### config.mk
export PLATFORM = sky130hd
export DESIGN_NAME = utf8_sanitizer
export DESIGN_NICKNAME = d
export VERILOG_FILES = /design/src/hw/rtl/utf8s_pkg.sv /design/src/hw/rtl/utf8s_datapath.sv /design/src/hw/rtl/utf8s_ctrl.sv /design/src/hw/rtl/utf8_sanitizer.sv
export SDC_FILE = /design/constraint.sdc
export NUM_CORES = 1
export LEC_CHECK = 0
export BUFFER_PORTS_ARGS = -buffer_cell sky130_fd_sc_hd__buf_2
export CAP_MARGIN = 20
export CORE_MARGIN = 2
export CORE_UTILIZATION = 38
export DETAILED_ROUTE_END_ITERATION = 12
export PLACE_DENSITY = 0.55
export REMOVE_ABC_BUFFERS = 1
export SLEW_MARGIN = 15
export SYNTH_ARGS = -nofsm -noshare
export SYNTH_HDL_FRONTEND = slang
export SYNTH_SLANG_ARGS = --single-unit
### constraint.sdc
create_clock -name aclk -period 4.26 [get_ports aclk]
set_clock_uncertainty 0.05 [all_clocks]
set_input_delay 0.213 -clock aclk [delete_from_list [all_inputs] [get_ports aclk]]
set_output_delay 0.213 -clock aclk [all_outputs]
set_load 0.01 [all_outputs]
### src/hw/rtl/utf8s_pkg.sv
package utf8s_pkg;

    typedef struct packed {
        logic [7:0] in_byte;
        logic       is_final;
    } utf8s_in_t;

    typedef struct packed {
        logic [7:0] out_byte;
        logic       from_replacement;
        logic       run_last;
        logic       string_end;
    } utf8s_out_t;

    typedef enum logic [1:0] {
        DEC_STOP,
        DEC_PASS,
        DEC_REPL,
        DEC_SEQ
    } utf8s_dec_t;

    typedef enum logic [1:0] {
        SRC_BUF,
        SRC_EF,
        SRC_BF,
        SRC_BD
    } utf8s_src_t;

    typedef struct packed {
        logic       load;
        logic       emit;
        utf8s_src_t src;
        logic       shift;
        logic       flush;
        logic       pass_load;
        logic       pass_dec;
    } utf8s_cmd_t;

    typedef struct packed {
        utf8s_dec_t dec;
        logic       adv;
        logic       pass_last;
    } utf8s_stat_t;

    localparam logic [7:0] REPL_B0 = 8'hEF;
    localparam logic [7:0] REPL_B1 = 8'hBF;
    localparam logic [7:0] REPL_B2 = 8'hBD;

    function automatic logic [2:0] lead_length(input logic [7:0] c);
        logic [2:0] len;
        if (c < 8'h80) begin
            len = 3'd1;
        end else if (c inside {[8'hC2:8'hDF]}) begin
            len = 3'd2;
        end else if (c inside {[8'hE0:8'hEF]}) begin
            len = 3'd3;
        end else if (c inside {[8'hF0:8'hF4]}) begin
            len = 3'd4;
        end else begin
            len = 3'd0;
        end
        return len;
    endfunction

    function automatic logic cont_ok(input logic [7:0] lead, input logic [1:0] k,
                                     input logic [7:0] b);
        logic ok;
        ok = (b[7:6] == 2'b10);
        if (k == 2'd1) begin
            if (lead == 8'hE0 && b < 8'hA0) ok = 1'b0;
            if (lead == 8'hED && b >= 8'hA0) ok = 1'b0;
            if (lead == 8'hF0 && b < 8'h90) ok = 1'b0;
            if (lead == 8'hF4 && b >= 8'h90) ok = 1'b0;
        end
        return ok;
    endfunction

endpackage

### src/hw/rtl/utf8s_datapath.sv
module utf8s_datapath
    import utf8s_pkg::*;
(
    input  logic        aclk,
    input  logic        aresetn,
    input  utf8s_in_t   s_data,
    input  logic        m_ready,
    output logic        m_valid,
    output utf8s_out_t  m_data,
    input  utf8s_cmd_t  cmd,
    output utf8s_stat_t stat
);

    logic [7:0] buf_reg [4];
    logic [7:0] buf_next [4];
    logic [2:0] cnt_reg, cnt_next;
    logic       final_reg, final_next;
    logic [1:0] pass_reg, pass_next;
    logic       stage_v_reg, stage_v_next;
    logic [7:0] stage_byte_reg, stage_byte_next;
    logic       stage_repl_reg, stage_repl_next;
    logic       m_valid_reg, m_valid_next;
    utf8s_out_t m_data_reg, m_data_next;

    logic       out_free;
    logic [2:0] len;
    logic [2:0] check;
    logic       bad;
    logic [7:0] src_byte;

    assign out_free = !m_valid_reg || m_ready;
    assign len      = lead_length(buf_reg[0]);
    assign check    = (cnt_reg < len) ? cnt_reg : len;

    always_comb begin
        bad = 1'b0;
        for (int i = 1; i < 4; i++) begin
            if (3'(i) < check && !cont_ok(buf_reg[0], 2'(i), buf_reg[i])) bad = 1'b1;
        end
    end

    always_comb begin
        stat.adv       = !stage_v_reg || out_free;
        stat.pass_last = (pass_reg == 2'd1);
        if (cnt_reg == 3'd0) begin
            stat.dec = DEC_STOP;
        end else if (len == 3'd1) begin
            stat.dec = DEC_PASS;
        end else if (len == 3'd0 || bad) begin
            stat.dec = DEC_REPL;
        end else if (cnt_reg >= len) begin
            stat.dec = DEC_SEQ;
        end else if (final_reg) begin
            stat.dec = DEC_REPL;
        end else begin
            stat.dec = DEC_STOP;
        end
    end

    always_comb begin
        case (cmd.src)
            SRC_BUF: src_byte = buf_reg[0];
            SRC_EF:  src_byte = REPL_B0;
            SRC_BF:  src_byte = REPL_B1;
            SRC_BD:  src_byte = REPL_B2;
            default: src_byte = buf_reg[0];
        endcase
    end

    always_comb begin
        buf_next        = buf_reg;
        cnt_next        = cnt_reg;
        final_next      = final_reg;
        pass_next       = pass_reg;
        stage_v_next    = stage_v_reg;
        stage_byte_next = stage_byte_reg;
        stage_repl_next = stage_repl_reg;
        m_valid_next    = m_valid_reg && !m_ready;
        m_data_next     = m_data_reg;

        if (cmd.load) begin
            buf_next[cnt_reg[1:0]] = s_data.in_byte;
            cnt_next               = cnt_reg + 3'd1;
            final_next             = s_data.is_final;
        end
        if (cmd.shift) begin
            buf_next[0] = buf_reg[1];
            buf_next[1] = buf_reg[2];
            buf_next[2] = buf_reg[3];
            buf_next[3] = 8'h00;
            cnt_next    = cnt_reg - 3'd1;
        end
        if (cmd.pass_load) begin
            pass_next = 2'(len - 3'd1);
        end else if (cmd.pass_dec) begin
            pass_next = pass_reg - 2'd1;
        end
        if (cmd.emit) begin
            if (stage_v_reg) begin
                m_valid_next = 1'b1;
                m_data_next  = '{out_byte: stage_byte_reg, from_replacement: stage_repl_reg,
                                 run_last: 1'b0, string_end: 1'b0};
            end
            stage_v_next    = 1'b1;
            stage_byte_next = src_byte;
            stage_repl_next = (cmd.src != SRC_BUF);
        end
        if (cmd.flush && stage_v_reg) begin
            m_valid_next = 1'b1;
            m_data_next  = '{out_byte: stage_byte_reg, from_replacement: stage_repl_reg,
                             run_last: 1'b1, string_end: final_reg};
            stage_v_next = 1'b0;
        end
    end

    always_ff @(posedge aclk) begin
        if (!aresetn) begin
            for (int i = 0; i < 4; i++) buf_reg[i] <= 8'h00;
            cnt_reg     <= 3'd0;
            final_reg   <= 1'b0;
            pass_reg    <= 2'd0;
            stage_v_reg <= 1'b0;
            m_valid_reg <= 1'b0;
        end else begin
            buf_reg     <= buf_next;
            cnt_reg     <= cnt_next;
            final_reg   <= final_next;
            pass_reg    <= pass_next;
            stage_v_reg <= stage_v_next;
            m_valid_reg <= m_valid_next;
        end
        stage_byte_reg <= stage_byte_next;
        stage_repl_reg <= stage_repl_next;
        m_data_reg     <= m_data_next;
    end

    assign m_valid = m_valid_reg;
    assign m_data  = m_data_reg;

endmodule

### src/hw/rtl/utf8s_ctrl.sv
module utf8s_ctrl
    import utf8s_pkg::*;
(
    input  logic        aclk,
    input  logic        aresetn,
    input  logic        s_valid,
    output logic        s_ready,
    input  utf8s_stat_t stat,
    output utf8s_cmd_t  cmd
);

    typedef enum logic [2:0] {
        ST_IDLE,
        ST_SCAN,
        ST_REP1,
        ST_REP2,
        ST_PASS
    } state_t;

    state_t state_reg, state_next;
    logic   ready_reg, ready_next;

    always_comb begin
        cmd        = '0;
        cmd.src    = SRC_BUF;
        state_next = state_reg;
        ready_next = ready_reg;
        case (state_reg)
            ST_IDLE: begin
                if (s_valid && ready_reg) begin
                    cmd.load   = 1'b1;
                    state_next = ST_SCAN;
                    ready_next = 1'b0;
                end
            end
            ST_SCAN: begin
                if (stat.adv) begin
                    case (stat.dec)
                        DEC_STOP: begin
                            cmd.flush  = 1'b1;
                            state_next = ST_IDLE;
                            ready_next = 1'b1;
                        end
                        DEC_PASS: begin
                            cmd.emit  = 1'b1;
                            cmd.shift = 1'b1;
                        end
                        DEC_REPL: begin
                            cmd.emit   = 1'b1;
                            cmd.src    = SRC_EF;
                            cmd.shift  = 1'b1;
                            state_next = ST_REP1;
                        end
                        DEC_SEQ: begin
                            cmd.emit      = 1'b1;
                            cmd.shift     = 1'b1;
                            cmd.pass_load = 1'b1;
                            state_next    = ST_PASS;
                        end
                        default: ;
                    endcase
                end
            end
            ST_REP1: begin
                if (stat.adv) begin
                    cmd.emit   = 1'b1;
                    cmd.src    = SRC_BF;
                    state_next = ST_REP2;
                end
            end
            ST_REP2: begin
                if (stat.adv) begin
                    cmd.emit   = 1'b1;
                    cmd.src    = SRC_BD;
                    state_next = ST_SCAN;
                end
            end
            ST_PASS: begin
                if (stat.adv) begin
                    cmd.emit     = 1'b1;
                    cmd.shift    = 1'b1;
                    cmd.pass_dec = 1'b1;
                    if (stat.pass_last) state_next = ST_SCAN;
                end
            end
            default: begin
                state_next = ST_IDLE;
                ready_next = 1'b1;
            end
        endcase
    end

    always_ff @(posedge aclk) begin
        if (!aresetn) begin
            state_reg <= ST_IDLE;
            ready_reg <= 1'b1;
        end else begin
            state_reg <= state_next;
            ready_reg <= ready_next;
        end
    end

    assign s_ready = ready_reg;

endmodule

### src/hw/rtl/utf8_sanitizer.sv
// A word is accepted while idle. The scan controller then handles one decision or emitted
// byte per cycle unless stalled; m_ready low stalls the scan once the staging and output
// registers are both full. A closing step flushes the last byte and raises s_ready again,
// so the next word is not accepted before it.
// Reset: aresetn synchronous, active low; clears held bytes, count and output valid.
module utf8_sanitizer
    import utf8s_pkg::*;
(
    input  logic       aclk,
    input  logic       aresetn,
    input  logic       s_valid,
    output logic       s_ready,
    input  utf8s_in_t  s_data,
    output logic       m_valid,
    input  logic       m_ready,
    output utf8s_out_t m_data
);

    utf8s_cmd_t  cmd;
    utf8s_stat_t stat;

    utf8s_ctrl u_ctrl (
        .aclk    (aclk),
        .aresetn (aresetn),
        .s_valid (s_valid),
        .s_ready (s_ready),
        .stat    (stat),
        .cmd     (cmd)
    );

    utf8s_datapath u_datapath (
        .aclk    (aclk),
        .aresetn (aresetn),
        .s_data  (s_data),
        .m_ready (m_ready),
        .m_valid (m_valid),
        .m_data  (m_data),
        .cmd     (cmd),
        .stat    (stat)
    );

endmodule

Word-level counts from Yosys, hierarchy flattened --
Cells that the tools add are included.
Operators by class: $add $sub $neg 4, $mul 0, divide/modulo/power cells 0, $lt $le $gt $ge 18, equal/unequal tests 27, shift-type cells 0, mux-type cells 60, bitwise gates (word level) 3, reductions and logical operators 41
Operators with widths (number):
- 32-bit two-way mux | 2
- 3-bit two-way mux | 15
- 8-bit >= comparator, second input constant | 5
- 11-bit two-way mux | 3
- 32-bit bitwise mux | 1
- 8-bit == test, second input constant | 4
- 8-bit one-hot mux with 4 select lines | 1
- 8-bit <= comparator, second input constant | 3
- 8-bit less-than comparator, second input constant | 3
- 1-bit two-way mux | 21
- 8-bit demux with 2-bit select | 1
- 2-bit two-way mux | 8
- 3-bit one-hot mux with 5 select lines | 1
- 2-bit == test, second input constant | 7
- 1-bit logical AND | 14
- 2-bit inequality test, second input constant | 6
- 2-bit nonzero test | 5
- 3-bit zero test | 3
- 3-bit one-hot mux with 3 select lines | 1
- 8-bit two-way mux | 1
- 7-bit AND reduction | 1
- 2-bit by 1-bit == test with 1-bit output, second input constant | 3
- 3-bit by 1-bit == test with 1-bit output, second input constant | 2
- 3-bit by 2-bit == test with 1-bit output, second input constant | 2
- other kinds (26) | 40
Word-level totals: flip-flop bits (word level) 64, latch bits 0, memory bits (writable) 0, bits in read-only memories 0, input port bits 13, output and inout bits 13, memories kept 0

Depth between registers and ports, before layout --
Gate-level depths: netlist (run 1).
word-level depth 25, gate-level depth with buffers 17, mapped depth without buffers 16

Modules after synthesis --
Synthesis (run 1) repeated with hierarchy kept, for this count alone.
Second synthesis, totals: cell total of the unflattened synthesis 331, area total of the unflattened synthesis 3330.7 um2
Modules (own cells, without submodules):
- utf8s_datapath | times used 1, cells an instance 280, area each 2964.1 um2
- utf8s_ctrl | times used 1, cells an instance 51, area each 366.6 um2

Least setup slack after synthesis (run 1) --
Ideal clock, no wire load.
path type flip-flop to flip-flop, start point register u_datapath.buf_reg[31] (netlist name), end point register u_datapath.cnt_reg[2], setup time 0.063 ns, arrival 3.611 ns, path slack 0.536 ns, stages on the path, launching flop included 16, clock period less this slack 3.724 ns, cell sequence dfxtp_1 > and3_1 > o2111ai_2 > ha_1 > a21oi_1 > a21oi_1 > o32ai_2 > o311ai_2 > a211oi_4 > o221ai_2 > nand2_1 > buf_2 > fa_1 > nand3_1 > or4_1 > nand3_1
On the way: longest elaborated chain between the ends 23, elaborated cells between the ends (all ways) 55, classes of those cells order compare (12); eq/ne (8); mux (20); reduce/logical (15)
RTL lines:
- start, declared | RTL line utf8s_datapath.sv:14 | logic [7:0] buf_reg [4];
- start signal, assigned | RTL line utf8s_datapath.sv:125 | buf_reg <= buf_next;
- 8-bit >= comparator or 8-bit <= comparator (tied branches) | RTL line utf8s_pkg.sv:57 | end else if (c inside {[8'hF0:8'hF4]}) begin
- 1-bit logical AND | RTL line utf8s_pkg.sv:57
- 3-bit two-way mux | RTL line utf8s_pkg.sv:57
- 3-bit two-way mux | RTL line utf8s_pkg.sv:55 | end else if (c inside {[8'hE0:8'hEF]}) begin
- 3-bit two-way mux | RTL line utf8s_pkg.sv:53 | end else if (c inside {[8'hC2:8'hDF]}) begin
- 3-bit two-way mux | RTL line utf8s_pkg.sv:51 | if (c < 8'h80) begin
- 3-bit less-than comparator | RTL line utf8s_datapath.sv:33 | assign check = (cnt_reg < len) ? cnt_reg : len;
- 3-bit two-way mux | RTL line utf8s_datapath.sv:33
- (+7 left out)
- 2-bit two-way mux * | RTL line utf8s_datapath.sv:47 | end else if (len == 3'd1) begin
- 2-bit two-way mux * | RTL line utf8s_datapath.sv:45 | if (cnt_reg == 3'd0) begin
- 2-bit by 1-bit == test with 1-bit output or 2-bit == test (tied branches) | RTL line utf8s_ctrl.sv:38 | case (stat.dec)
- 3-bit OR reduction (no line) *
- 1-bit two-way mux * | RTL line utf8s_ctrl.sv:38
- 6-bit two-way mux * | RTL line utf8s_ctrl.sv:37 | if (stat.adv) begin
- 1-bit one-hot mux with 2 select lines * | RTL line utf8s_ctrl.sv:28 | case (state_reg)
- 3-bit two-way mux or 2-bit nonzero test (tied branches)
- end signal, assigned | RTL line utf8s_datapath.sv:126 | cnt_reg <= cnt_next;
- end, declared | RTL line utf8s_datapath.sv:16 | logic [2:0] cnt_reg, cnt_next;
Every way passes the cells marked *; elsewhere a longest branch is shown, timed or not. A chain may end at the register's enable or synchronous reset.

Worst setup path after layout (run 1) --
start point register u_datapath.buf_reg[31] (netlist name), end point register u_datapath.stage_byte_reg[1], data pin
On the way: longest elaborated chain between the ends 23, elaborated cells between the ends (all ways) 55, classes of those cells order compare (12); eq/ne (9); mux (20); reduce/logical (14)
RTL lines:
- 8-bit >= comparator or 8-bit <= comparator (tied branches) | RTL line utf8s_pkg.sv:57
- 1-bit logical AND | RTL line utf8s_pkg.sv:57
- 3-bit two-way mux | RTL line utf8s_pkg.sv:57
- 3-bit two-way mux | RTL line utf8s_pkg.sv:55
- 3-bit two-way mux | RTL line utf8s_pkg.sv:53
- 3-bit two-way mux | RTL line utf8s_pkg.sv:51
- 3-bit less-than comparator | RTL line utf8s_datapath.sv:33
- 3-bit two-way mux | RTL line utf8s_datapath.sv:33
- (+8 left out)
- 2-bit two-way mux * | RTL line utf8s_datapath.sv:45
- 2-bit == test * | RTL line utf8s_ctrl.sv:38
- 1-bit two-way mux * | RTL line utf8s_ctrl.sv:38
- 6-bit two-way mux * | RTL line utf8s_ctrl.sv:37
- 2-bit one-hot mux with 3 select lines * | RTL line utf8s_ctrl.sv:28
- 2-bit == test (tied with other cells) | RTL line utf8s_datapath.sv:61 | case (cmd.src)
- 8-bit one-hot mux with 4 select lines * | RTL line utf8s_datapath.sv:61
- net u_datapath.src_byte[1] | RTL line utf8s_datapath.sv:29 | logic [7:0] src_byte;
- end signal, assigned | RTL line utf8s_datapath.sv:132 | stage_byte_reg <= stage_byte_next;
- end, declared | RTL line utf8s_datapath.sv:20 | logic [7:0] stage_byte_reg, stage_byte_next;
The timed path passes the listed nets; every way through them passes the cells marked *.

==> impl_results.md, run 1 <==
- Status: complete, no violations
- Slew HR: 0.396
- Top layer in use: met4
- Adder-Cell Fraction of Synth Area: 0.0443
- Max Clock Freq: 252 MHz
- Total gr overflow: 0
- WS Path Type: register to register
- Max-slew violations: 0
- Commonest non-fill, non-tap cell in the layout: dfxtp_1
- Placer Congestion: 0.862
- Internal power: 1.44 mW
- Metal2 WL: 3450 um
- CTS Root Cell: clkbuf_8
- First-pass GRT wire length: 13000 um
- Worst hold start: s_data[0]
- Fillers: 882
- Initial antenna violation count: 0
- Post_cts resized: 0
- Crit path launch type: register
- Setup TNS: 0 ns
- DRT iter0 DRCs: 102
- Area growth, synth to finish: 10.9%
- Final setup vio count: 0
- PwrDens: 605 nW/um2
- Vias: 2690
- Clk_lat worst skew: 0.34 ns
- Hpwl dp: 5230 um
- Most frequent cells in the layout: dfxtp_1 (45), mux2i_1 (32), nor2_1 (30), buf_2 (25), a211oi_2 (20)
- Seq cells post-synth: 64
- Mean post-synth cell area: 10.2 um2
- Max-cap violations: 0
- WL final: 7520 um
- DRT antenna net count: 0
- Synth Area in Compound Gates: 0.204
- H-tree depth: 3
- Worst Path Required: 4.30 ns
- CTS Buffer Depth: 2
- Cell Area, Synth: 3560 um2
- CTS tree: built
- # rows: 35
- Critical Path Start: u_datapath.buf_reg[31]
- WHS: 0.0586 ns
- Synth Area in Simple Gates: 0.197
- Unique masters post-synth: 60
- Worst Tran Pin Value: 0.900 ns
- Layout Nets: 397
- NetSw: 0.947 mW
- Post-Route Utilization: 0.431
- Total setup buffers inserted after CTS: 0
- Worst setup EP type: register
- Sink Count: 64
- Tcrit/Tclk final: 0.932
- Vias in the first global route: 2577
- I/O Pins: 26
- Critical path peak fanout: 7
- Area of the multi-input gates: 1930 um2
- Main combinational cell family by area after synthesis: compound AO/OA/AOI/OAI gates
- Reg-to-reg startpoint: u_datapath.buf_reg[31]
- Yosys warns: 0
- Part of the Yosys area used for sequential elements: 0.414
- Final Hold Fails: 0
- Post-DR wirelength/cell: 15.4 um
- Lkg Pwr: 1.54 nW
- Largest net degree at the start of global routing: 31
- Hold Crit Class: input pin to register
- Hold-fix buffers at CTS: 0
- Flop pwr share: 0.404
- Initial Utilization: 0.389
- # DRC: 0
- Die area: 10100 um2
- Worst VDD drop: 0.214 mV
- Post-synth EDFFs: 19
- Async SR Flop Fraction: 0
- Tmin final: 3.97 ns
- Share of cells above drive strength 1: 0.249
- Tot GR Track Use: 0.163
- Switching Fraction: 0.397
- N_diodes: 0
- Port Buffers: 25
- Clk pwr share: 0.201
- Pre-Repair DR Iteration Count: 4
- Critical Path AT: 4.01 ns
- Post-Route M1 WL: 3720 um
- Core area: 9150 um2
- Reg area: 1470 um2
- RSZ-0062 raised after global routing: false
- Met3 wire length: 270 um
- Die W: 101 um
- CTS buffer count: 9
- Synth Flop Type: dfxtp_1
- Max reg flops: 32
- Chip height: 101 um
- Overall Power: 2.39 mW
- Logic pwr share: 0.396
- Post-synthesis mux area share: 0.0964
- Drt via density: 5.51
- Synth Instances: 350
- Xor and xnor area share after synthesis: 0.00246
- Clock transition at the registers of the reported paths: 0.07 ns
==> worst paths after layout <==
path,to,slack (ns),cells after the start
worst max register to register,u_datapath.stage_byte_reg[1],0.29,13
worst max-delay path,u_datapath.stage_byte_reg[1],0.29,13
worst min register to register,u_datapath.m_data[1],0.41,1
worst min-delay path,u_datapath.final_reg,0.06,3
==> cells by family after synthesis <==
| group | after synthesis |
|---|---|
| adders and majority gates | 12 |
| muxes | 34 |
| AOI/OAI and AO/OA | 81 |
| xor gates and xnor gates | 1 |
| and+or+nand+nor | 125 |
| buffers and inverters | 33 |
| DFF | 64 |
==> power groups by stage <==
stage	combinational (mW)	sequential [mW]	clock [mW]
after floorplan	0.742	0.951	0
after global placement	0.939	0.968	0
after detailed placement	0.950	0.975	0
after CTS	0.952	0.962	0.500
after global routing	1.06	0.992	0.527
final	0.944	0.963	0.479
==> layout make-up <==
type | instances | share of cell area
multi-input cells | 253 | 0.490
flip-flops and latches | 64 | 0.373
repair buffers | 31 | 0.0432
well taps | 111 | 0.0352
clock buffers | 9 | 0.0314
clock inverters | 7 | 0.0143
inverters | 13 | 0.0124
==> metal layers <==
layer  global-route usage  up-vias
met5                    0        -
met4               0.0685        0
met3               0.0340       11
met2                0.253       43
met1                0.221     1294
li1                     -     1342
==> cell usage after synthesis (all sizes together), types with 2 or more instances <==
master | number | area share
nand2 | 17 | 0.018
o21ai | 11 | 0.017
inv | 12 | 0.013
a31oi | 2 | 0.0035
dfxtp | 45 | 0.25
or2 | 2 | 0.0035
and2 | 11 | 0.019
mux2 | 2 | 0.0063
a21boi | 3 | 0.0063
clkbuf | 10 | 0.011
a211oi | 27 | 0.089
nand3 | 6 | 0.0084
nor3 | 31 | 0.062
o2bb2ai | 2 | 0.0049
a311oi | 2 | 0.0049
and3 | 4 | 0.0070
nand2b | 9 | 0.016
nor4 | 2 | 0.0035
ha | 11 | 0.039
a21oi | 12 | 0.018
buf | 10 | 0.018
a22o | 2 | 0.0049
mux2i | 32 | 0.090
or3b | 2 | 0.0049
nor4b | 2 | 0.0049
a211o | 2 | 0.0049
o31ai | 2 | 0.0042
nor2b | 3 | 0.0053
o32ai | 2 | 0.0070
nor2 | 31 | 0.033
a21o | 2 | 0.0042
nand3b | 2 | 0.0042
edfxtp | 19 | 0.16
o31a | 2 | 0.0049
o211ai | 2 | 0.0042
==> worst max-delay path, cell delays in order (launching register included) <==
cell       delay (ns)
dfxtp_1          0.43
and3_1           0.20
o2111ai_2        0.17
ha_1             0.38
a21oi_1          0.26
a21oi_1          0.14
o32ai_2          0.35
o311ai_2         0.21
a211oi_4         0.39
nor2_1           0.14
o21ai_0          0.17
a211o_1          0.21
ha_1             0.27
mux2_2           0.36
==> stage by stage <==
step           cell area [um2]  setup WS (ns)  std cells
2_1_floorplan             3450          0.165        330
3_3_place_gp              3760          0.500        472
3_5_place_dp              3760          0.346        472
4_1_cts                   3940          0.331        488
5_1_grt                   3940         0.0213        488
6_report                  3940          0.291        488
Note: power is estimated with default switching activity, not from simulation.
==> run 2, diff against run 1 <==
CORE_MARGIN = not set   (was 2)
==> run 2 against run 1 <==
Total power decreased by 1.7%. Via count is essentially flat. Sequential cell count unchanged. Combinational power increased by 0.8%. Final area fell by 0.92%. Hold slack better by 0.0074 ns. Worst setup slack better by 0.034 ns. Sequential power shrank 0.5%. Utilization rose by 0.86 points. Critical endpoint is now u_datapath.stage_byte_reg[6]. Largest cell class unchanged.
==> impl_results.md, run 2 (synthesized netlist as in run 1, its figures left out) <==
- Layout Nets: 396 (was 397)
- Worst Tran Pin Value: 0.925 ns (was 0.900 ns)
- DRT iter0 DRCs: 143 (was 102)
- Final Hold Fails: 0 (unchanged)
- Clock transition at the registers of the reported paths: 0.07 ns (about the same)
- Post-DR wirelength/cell: 15.6 um (was 15.4 um)
- Lkg Pwr: 1.53 nW (was 1.54 nW)
- NetSw: 0.916 mW (was 0.947 mW)
- Most frequent cells in the layout: dfxtp_1 (45), mux2i_1 (32), nor2_1 (30), buf_2 (25), a211oi_2 (20) (unchanged)
- Hold-fix buffers at CTS: 0 (unchanged)
- Pre-Repair DR Iteration Count: 4 (unchanged)
- RSZ-0062 raised after global routing: false (unchanged)
- PwrDens: 601 nW/um2 (was 605 nW/um2)
- Chip height: 98.7 um (was 101 um)
- Status: complete, no violations (unchanged)
- Share of cells above drive strength 1: 0.239 (was 0.249)
- CTS tree: built (unchanged)
- Worst R2R Setup Slack: 0.33 ns (was 0.29 ns)
- Critical Path AT: 3.97 ns (was 4.01 ns)
- Reg area: 1470 um2 (unchanged)
- Worst Path Required: 4.30 ns (about the same)
- Largest net degree at the start of global routing: 30 (was 31)
- Post_cts resized: 0 (unchanged)
- Fillers: 840 (was 882)
- Hpwl dp: 5200 um (was 5230 um)
- WL final: 7550 um (was 7520 um)
- H-tree depth: 3 (unchanged)
- Critical path peak fanout: 7 (unchanged)
- Max Clock Freq: 254 MHz (was 252 MHz)
- Die W: 98.7 um (was 101 um)
- Initial Utilization: 0.400 (was 0.389)
- CTS Buffer Depth: 2 (unchanged)
- Flop pwr share: 0.408 (was 0.404)
- Area growth, synth to finish: 9.85% (was 10.9%)
- Hold Crit Class: input pin to register (unchanged)
- Worst setup EP type: register (unchanged)
- Tcrit/Tclk final: 0.924 (was 0.932)
- # rows: 34 (was 35)
- N_diodes: 0 (unchanged)
- Total gr overflow: 0 (unchanged)
- Port Buffers: 25 (unchanged)
- Internal power: 1.43 mW (was 1.44 mW)
- # DRC: 0 (unchanged)
- Worst VDD drop: 0.232 mV (was 0.214 mV)
- Tot GR Track Use: 0.167 (was 0.163)
- CTS Root Cell: clkbuf_8 (unchanged)
- CTS buffer count: 9 (unchanged)
- Pre-CTS WS: 0.316 ns (was 0.346 ns)
- Tmin final: 3.93 ns (was 3.97 ns)
- Clk_lat worst skew: 0.34 ns (about the same)
- Sink Count: 64 (unchanged)
- Core area: 8890 um2 (was 9150 um2)
- Max reg flops: 32 (unchanged)
- # placed instances: 468 (was 472)
- First-pass GRT wire length: 12600 um (was 13000 um)
- DRT antenna net count: 0 (unchanged)
- Area of the multi-input gates: 1930 um2 (unchanged)
- Final setup vio count: 0 (unchanged)
- Setup TNS: 0 ns (unchanged)
- Logic pwr share: 0.406 (was 0.396)
- Max-slew violations: 0 (unchanged)
- Crit path launch type: register (unchanged)
- Total setup buffers inserted after CTS: 0 (unchanged)
- Placer Congestion: 0.845 (was 0.862)
- WS Path Type: register to register (unchanged)
- Final instance count without filler cells: 484 (was 488)
- Commonest non-fill, non-tap cell in the layout: dfxtp_1 (unchanged)
- Vias in the first global route: 2517 (was 2577)
- Initial antenna violation count: 0 (unchanged)
- Die area: 9750 um2 (was 10100 um2)
- Setup WS post-layout: 0.326 ns (was 0.291 ns)
- Slew HR: 0.380 (was 0.396)
- Switching Fraction: 0.390 (was 0.397)
- Max-cap violations: 0 (unchanged)
- I/O Pins: 26 (unchanged)
- Vias: 2692 (was 2690)
- Drt via density: 5.56 (was 5.51)
- Clk pwr share: 0.186 (was 0.201)
==> run 2: routing by layer <==
layer / vias up / global-route usage / part of all wire
met4: 0 / 0.0723 / 0.014
met2: 58 / 0.272 / 0.45
met3: 8 / 0.0348 / 0.036
li1: 1345 / - / -
met5: - / 0 / 0
met1: 1281 / 0.213 / 0.50
==> run 2: area by class of cell <==
class,count,share of cell area
clock inverter,5,0.00609
sequential,64,0.377
clock buffer,11,0.0336
multi-input combinational,253,0.495
inverter,13,0.0125
timing repair buffer,30,0.0416
tap,108,0.0346
==> run 2: critical path, cell delays in order (launching register included) <==
cell       delay (ns)
dfxtp_1          0.44
and3_1           0.20
o2111ai_2        0.17
ha_1             0.37
a21oi_1          0.26
a21oi_1          0.13
o32ai_2          0.33
o311ai_2         0.20
a211oi_4         0.37
nor2_1           0.13
o21ai_0          0.17
a211o_1          0.21
ha_1             0.29
mux2_2           0.36
==> run 2: path summary, 6_finish.rpt <==
check                              start                           end  cells after the start
setup reg to reg  u_datapath.buf_reg[31]  u_datapath.stage_byte_reg[6]                     13
hold / removal                 s_data[0]          u_datapath.final_reg                      3
setup / recovery  u_datapath.buf_reg[31]  u_datapath.stage_byte_reg[6]                     13
hold reg to reg     u_datapath.m_data[1]          u_datapath.m_data[1]                      1
==> run 2: power groups by stage <==
stage | sequential [mW] | combinational (mW) | clock, mW
final | 0.958 | 0.952 | 0.436
after global routing | 0.984 | 1.05 | 0.478
after CTS | 0.958 | 0.955 | 0.450
after detailed placement | 0.970 | 0.952 | 0
after global placement | 0.968 | 0.939 | 0
after floorplan | 0.951 | 0.742 | 0
==> run 2: through the flow <==
| stage | cell area [um2] | total power, mW | hold slack [ns] | utilization |
|---|---|---|---|---|
| 2_1_floorplan | 3450 | 1.69 | 0.252 | - |
| 3_3_place_gp | 3750 | 1.91 | 0.381 | 0.422 |
| 3_5_place_dp | 3750 | 1.92 | 0.392 | 0.422 |
| 4_1_cts | 3910 | 2.36 | 0.0594 | 0.439 |
| 5_1_grt | 3910 | 2.51 | 0.0610 | 0.439 |
| 6_report | 3910 | 2.35 | 0.0660 | 0.439 |
==> run 3, diff against run 2 <==
RECOVER_POWER = 100   (was not set)
==> run 3 against run 2 <==
Worst setup slack worse by 0.038 ns. Critical path depth up 1. Final area down 3.4%. Register-to-register slack worse by 0.04 ns. First-iteration DRC count down 2.8%. Hold slack better by 0.0018 ns. Sequential cell count unchanged. Critical endpoint is now u_datapath.cnt_reg[2]. Largest cell class unchanged.
==> impl_results.md, run 3 (synthesized netlist as in run 1, its figures left out) <==
- I/O Pins: 26 (unchanged)
- Vias in the first global route: 2517 (unchanged)
- Crit path launch type: register (unchanged)
- Final Hold Fails: 0 (unchanged)
- Tmin final: 3.97 ns (was 3.93 ns)
- Fillers: 877 (was 840)
- WL final: 7610 um (was 7550 um)
- First-pass GRT wire length: 12600 um (unchanged)
- Clk pwr share: 0.192 (was 0.186)
- Die area: 9750 um2 (unchanged)
- Slew HR: 0.382 (was 0.380)
- NetSw: 0.873 mW (was 0.916 mW)
- Pre-Repair DR Iteration Count: 5 (was 4)
- PwrDens: 598 nW/um2 (was 601 nW/um2)
- DRT antenna net count: 0 (unchanged)
- Hold Crit Class: input pin to register (unchanged)
- Share of cells above drive strength 1: 0.144 (was 0.239)
- Total gr overflow: 0 (unchanged)
- Port Buffers: 25 (unchanged)
- Tot GR Track Use: 0.167 (unchanged)
- Worst Tran Pin Value: 0.922 ns (was 0.925 ns)
- Worst VDD drop: 0.217 mV (was 0.232 mV)
- DRT iter0 DRCs: 139 (was 143)
- Core area: 8890 um2 (unchanged)
- Largest net degree at the start of global routing: 30 (unchanged)
- Setup TNS: 0 ns (unchanged)
- Clk_lat worst skew: 0.34 ns (about the same)
- Die W: 98.7 um (unchanged)
- CTS Root Cell: clkbuf_8 (unchanged)
- Post_cts resized: 0 (unchanged)
- WS Path Type: register to register (unchanged)
- Area growth, synth to finish: 6.12% (was 9.85%)
- Initial Utilization: 0.400 (unchanged)
- Hold-fix buffers at CTS: 0 (unchanged)
- Worst setup EP type: register (unchanged)
- Layout Nets: 396 (unchanged)
- Worst R2R Setup Slack: 0.29 ns (was 0.33 ns)
- Commonest non-fill, non-tap cell in the layout: dfxtp_1 (unchanged)
- Critical path peak fanout: 7 (unchanged)
- Switching Fraction: 0.387 (was 0.390)
- Max-slew violations: 0 (unchanged)
- Final setup vio count: 0 (unchanged)
- N_diodes: 0 (unchanged)
- Lkg Pwr: 1.46 nW (was 1.53 nW)
- CTS tree: built (unchanged)
- Flop pwr share: 0.425 (was 0.408)
- Drt via density: 5.60 (was 5.56)
- Initial antenna violation count: 0 (unchanged)
- Status: complete, no violations (unchanged)
- CTS Buffer Depth: 2 (unchanged)
- Internal power: 1.38 mW (was 1.43 mW)
- Max reg flops: 32 (unchanged)
- Worst Path Required: 4.49 ns (was 4.30 ns)
- # DRC: 0 (unchanged)
- Tcrit/Tclk final: 0.933 (was 0.924)
- Most frequent cells in the layout: dfxtp_1 (45), mux2i_1 (32), nor2_1 (31), a211oi_1 (25), edfxtp_1 (19) (was dfxtp_1 (45), mux2i_1 (32), nor2_1 (30), buf_2 (25), a211oi_2 (20))
- Chip height: 98.7 um (unchanged)
- Critical Path AT: 4.20 ns (was 3.97 ns)
- Sink Count: 64 (unchanged)
- Hpwl dp: 5200 um (unchanged)
- Total setup buffers inserted after CTS: 0 (unchanged)
- Vias: 2711 (was 2692)
- # rows: 34 (unchanged)
- Placer Congestion: 0.845 (unchanged)
- CTS buffer count: 9 (unchanged)
- Max Clock Freq: 252 MHz (was 254 MHz)
- Max-cap violations: 0 (unchanged)
- RSZ-0062 raised after global routing: false (unchanged)
- Overall Power: 2.26 mW (was 2.35 mW)
- Clock transition at the registers of the reported paths: 0.07 ns (about the same)
- Post-DR wirelength/cell: 15.7 um (was 15.6 um)
- H-tree depth: 3 (unchanged)
- Logic pwr share: 0.384 (was 0.406)
-- run 3: cell count changes in the layout (fill, tap and decap cells not counted), sizes merged --
cell	previous run	this run
buf	30	14
clkbuf	11	27
-- run 3: through the flow --
step / hold WS [ns] / cells / cell area (um2) / utilization / setup WS [ns]
floorplan: 0.252 / 330 / 3450 / - / 0.165
global placement: 0.381 / 468 / 3750 / 0.422 / 0.463
detailed placement: 0.392 / 468 / 3750 / 0.422 / 0.316
CTS: 0.0594 / 484 / 3910 / 0.439 / 0.301
global route: 0.0610 / 484 / 3770 / 0.424 / 0.0190
finish: 0.0678 / 484 / 3770 / 0.424 / 0.287
-- run 3: power groups by stage --
| stage | Clock (mW) | Combinational, mW | Sequential [mW] |
|---|---|---|---|
| CTS | 0.450 | 0.955 | 0.958 |
| detailed placement | 0 | 0.952 | 0.970 |
| finish | 0.433 | 0.866 | 0.958 |
| global route | 0.478 | 0.965 | 0.985 |
| global placement | 0 | 0.939 | 0.968 |
| floorplan | 0 | 0.742 | 0.951 |
-- run 3: layout make-up --
| cell class | count | area (um2) | share of cell area |
|---|---|---|---|
| Multi-Input combinational cell | 253 | 1830 | 0.484 |
| Sequential cell | 64 | 1470 | 0.390 |
| Timing Repair Buffer | 30 | 138 | 0.0365 |
| Tap cell | 108 | 135 | 0.0358 |
| Clock buffer | 11 | 131 | 0.0348 |
| Inverter | 13 | 48.8 | 0.0129 |
| Clock inverter | 5 | 23.8 | 0.00630 |
-- run 3: metal layers --
layer,routed length (um),up-vias,global-route usage
li1,-,1347,-
met1,3830,1302,0.213
met4,91,0,0.0723
met3,278,6,0.0348
met5,0,-,0
met2,3410,56,0.272
-- run 3: worst paths after layout --
path,startpoint,endpoint,depth (start not counted)
hold / removal,s_data[0],u_datapath.final_reg,3
hold reg to reg,u_datapath.m_data[1],u_datapath.m_data[1],1
setup / recovery,u_datapath.buf_reg[31],u_datapath.cnt_reg[2],14
setup reg to reg,u_datapath.buf_reg[31],u_datapath.cnt_reg[2],14
-- run 3: worst max-delay path, stage by stage, from the launching register on --
cell	delay [ns]
dfxtp_1	0.44
and3_1	0.20
o2111ai_2	0.17
ha_1	0.37
a21oi_1	0.26
a21oi_1	0.13
o32ai_2	0.34
o311ai_2	0.21
a211oi_4	0.35
o221ai_1	0.31
nand2_1	0.20
fa_1	0.28
nand3_1	0.11
or4_1	0.41
nand3_1	0.09
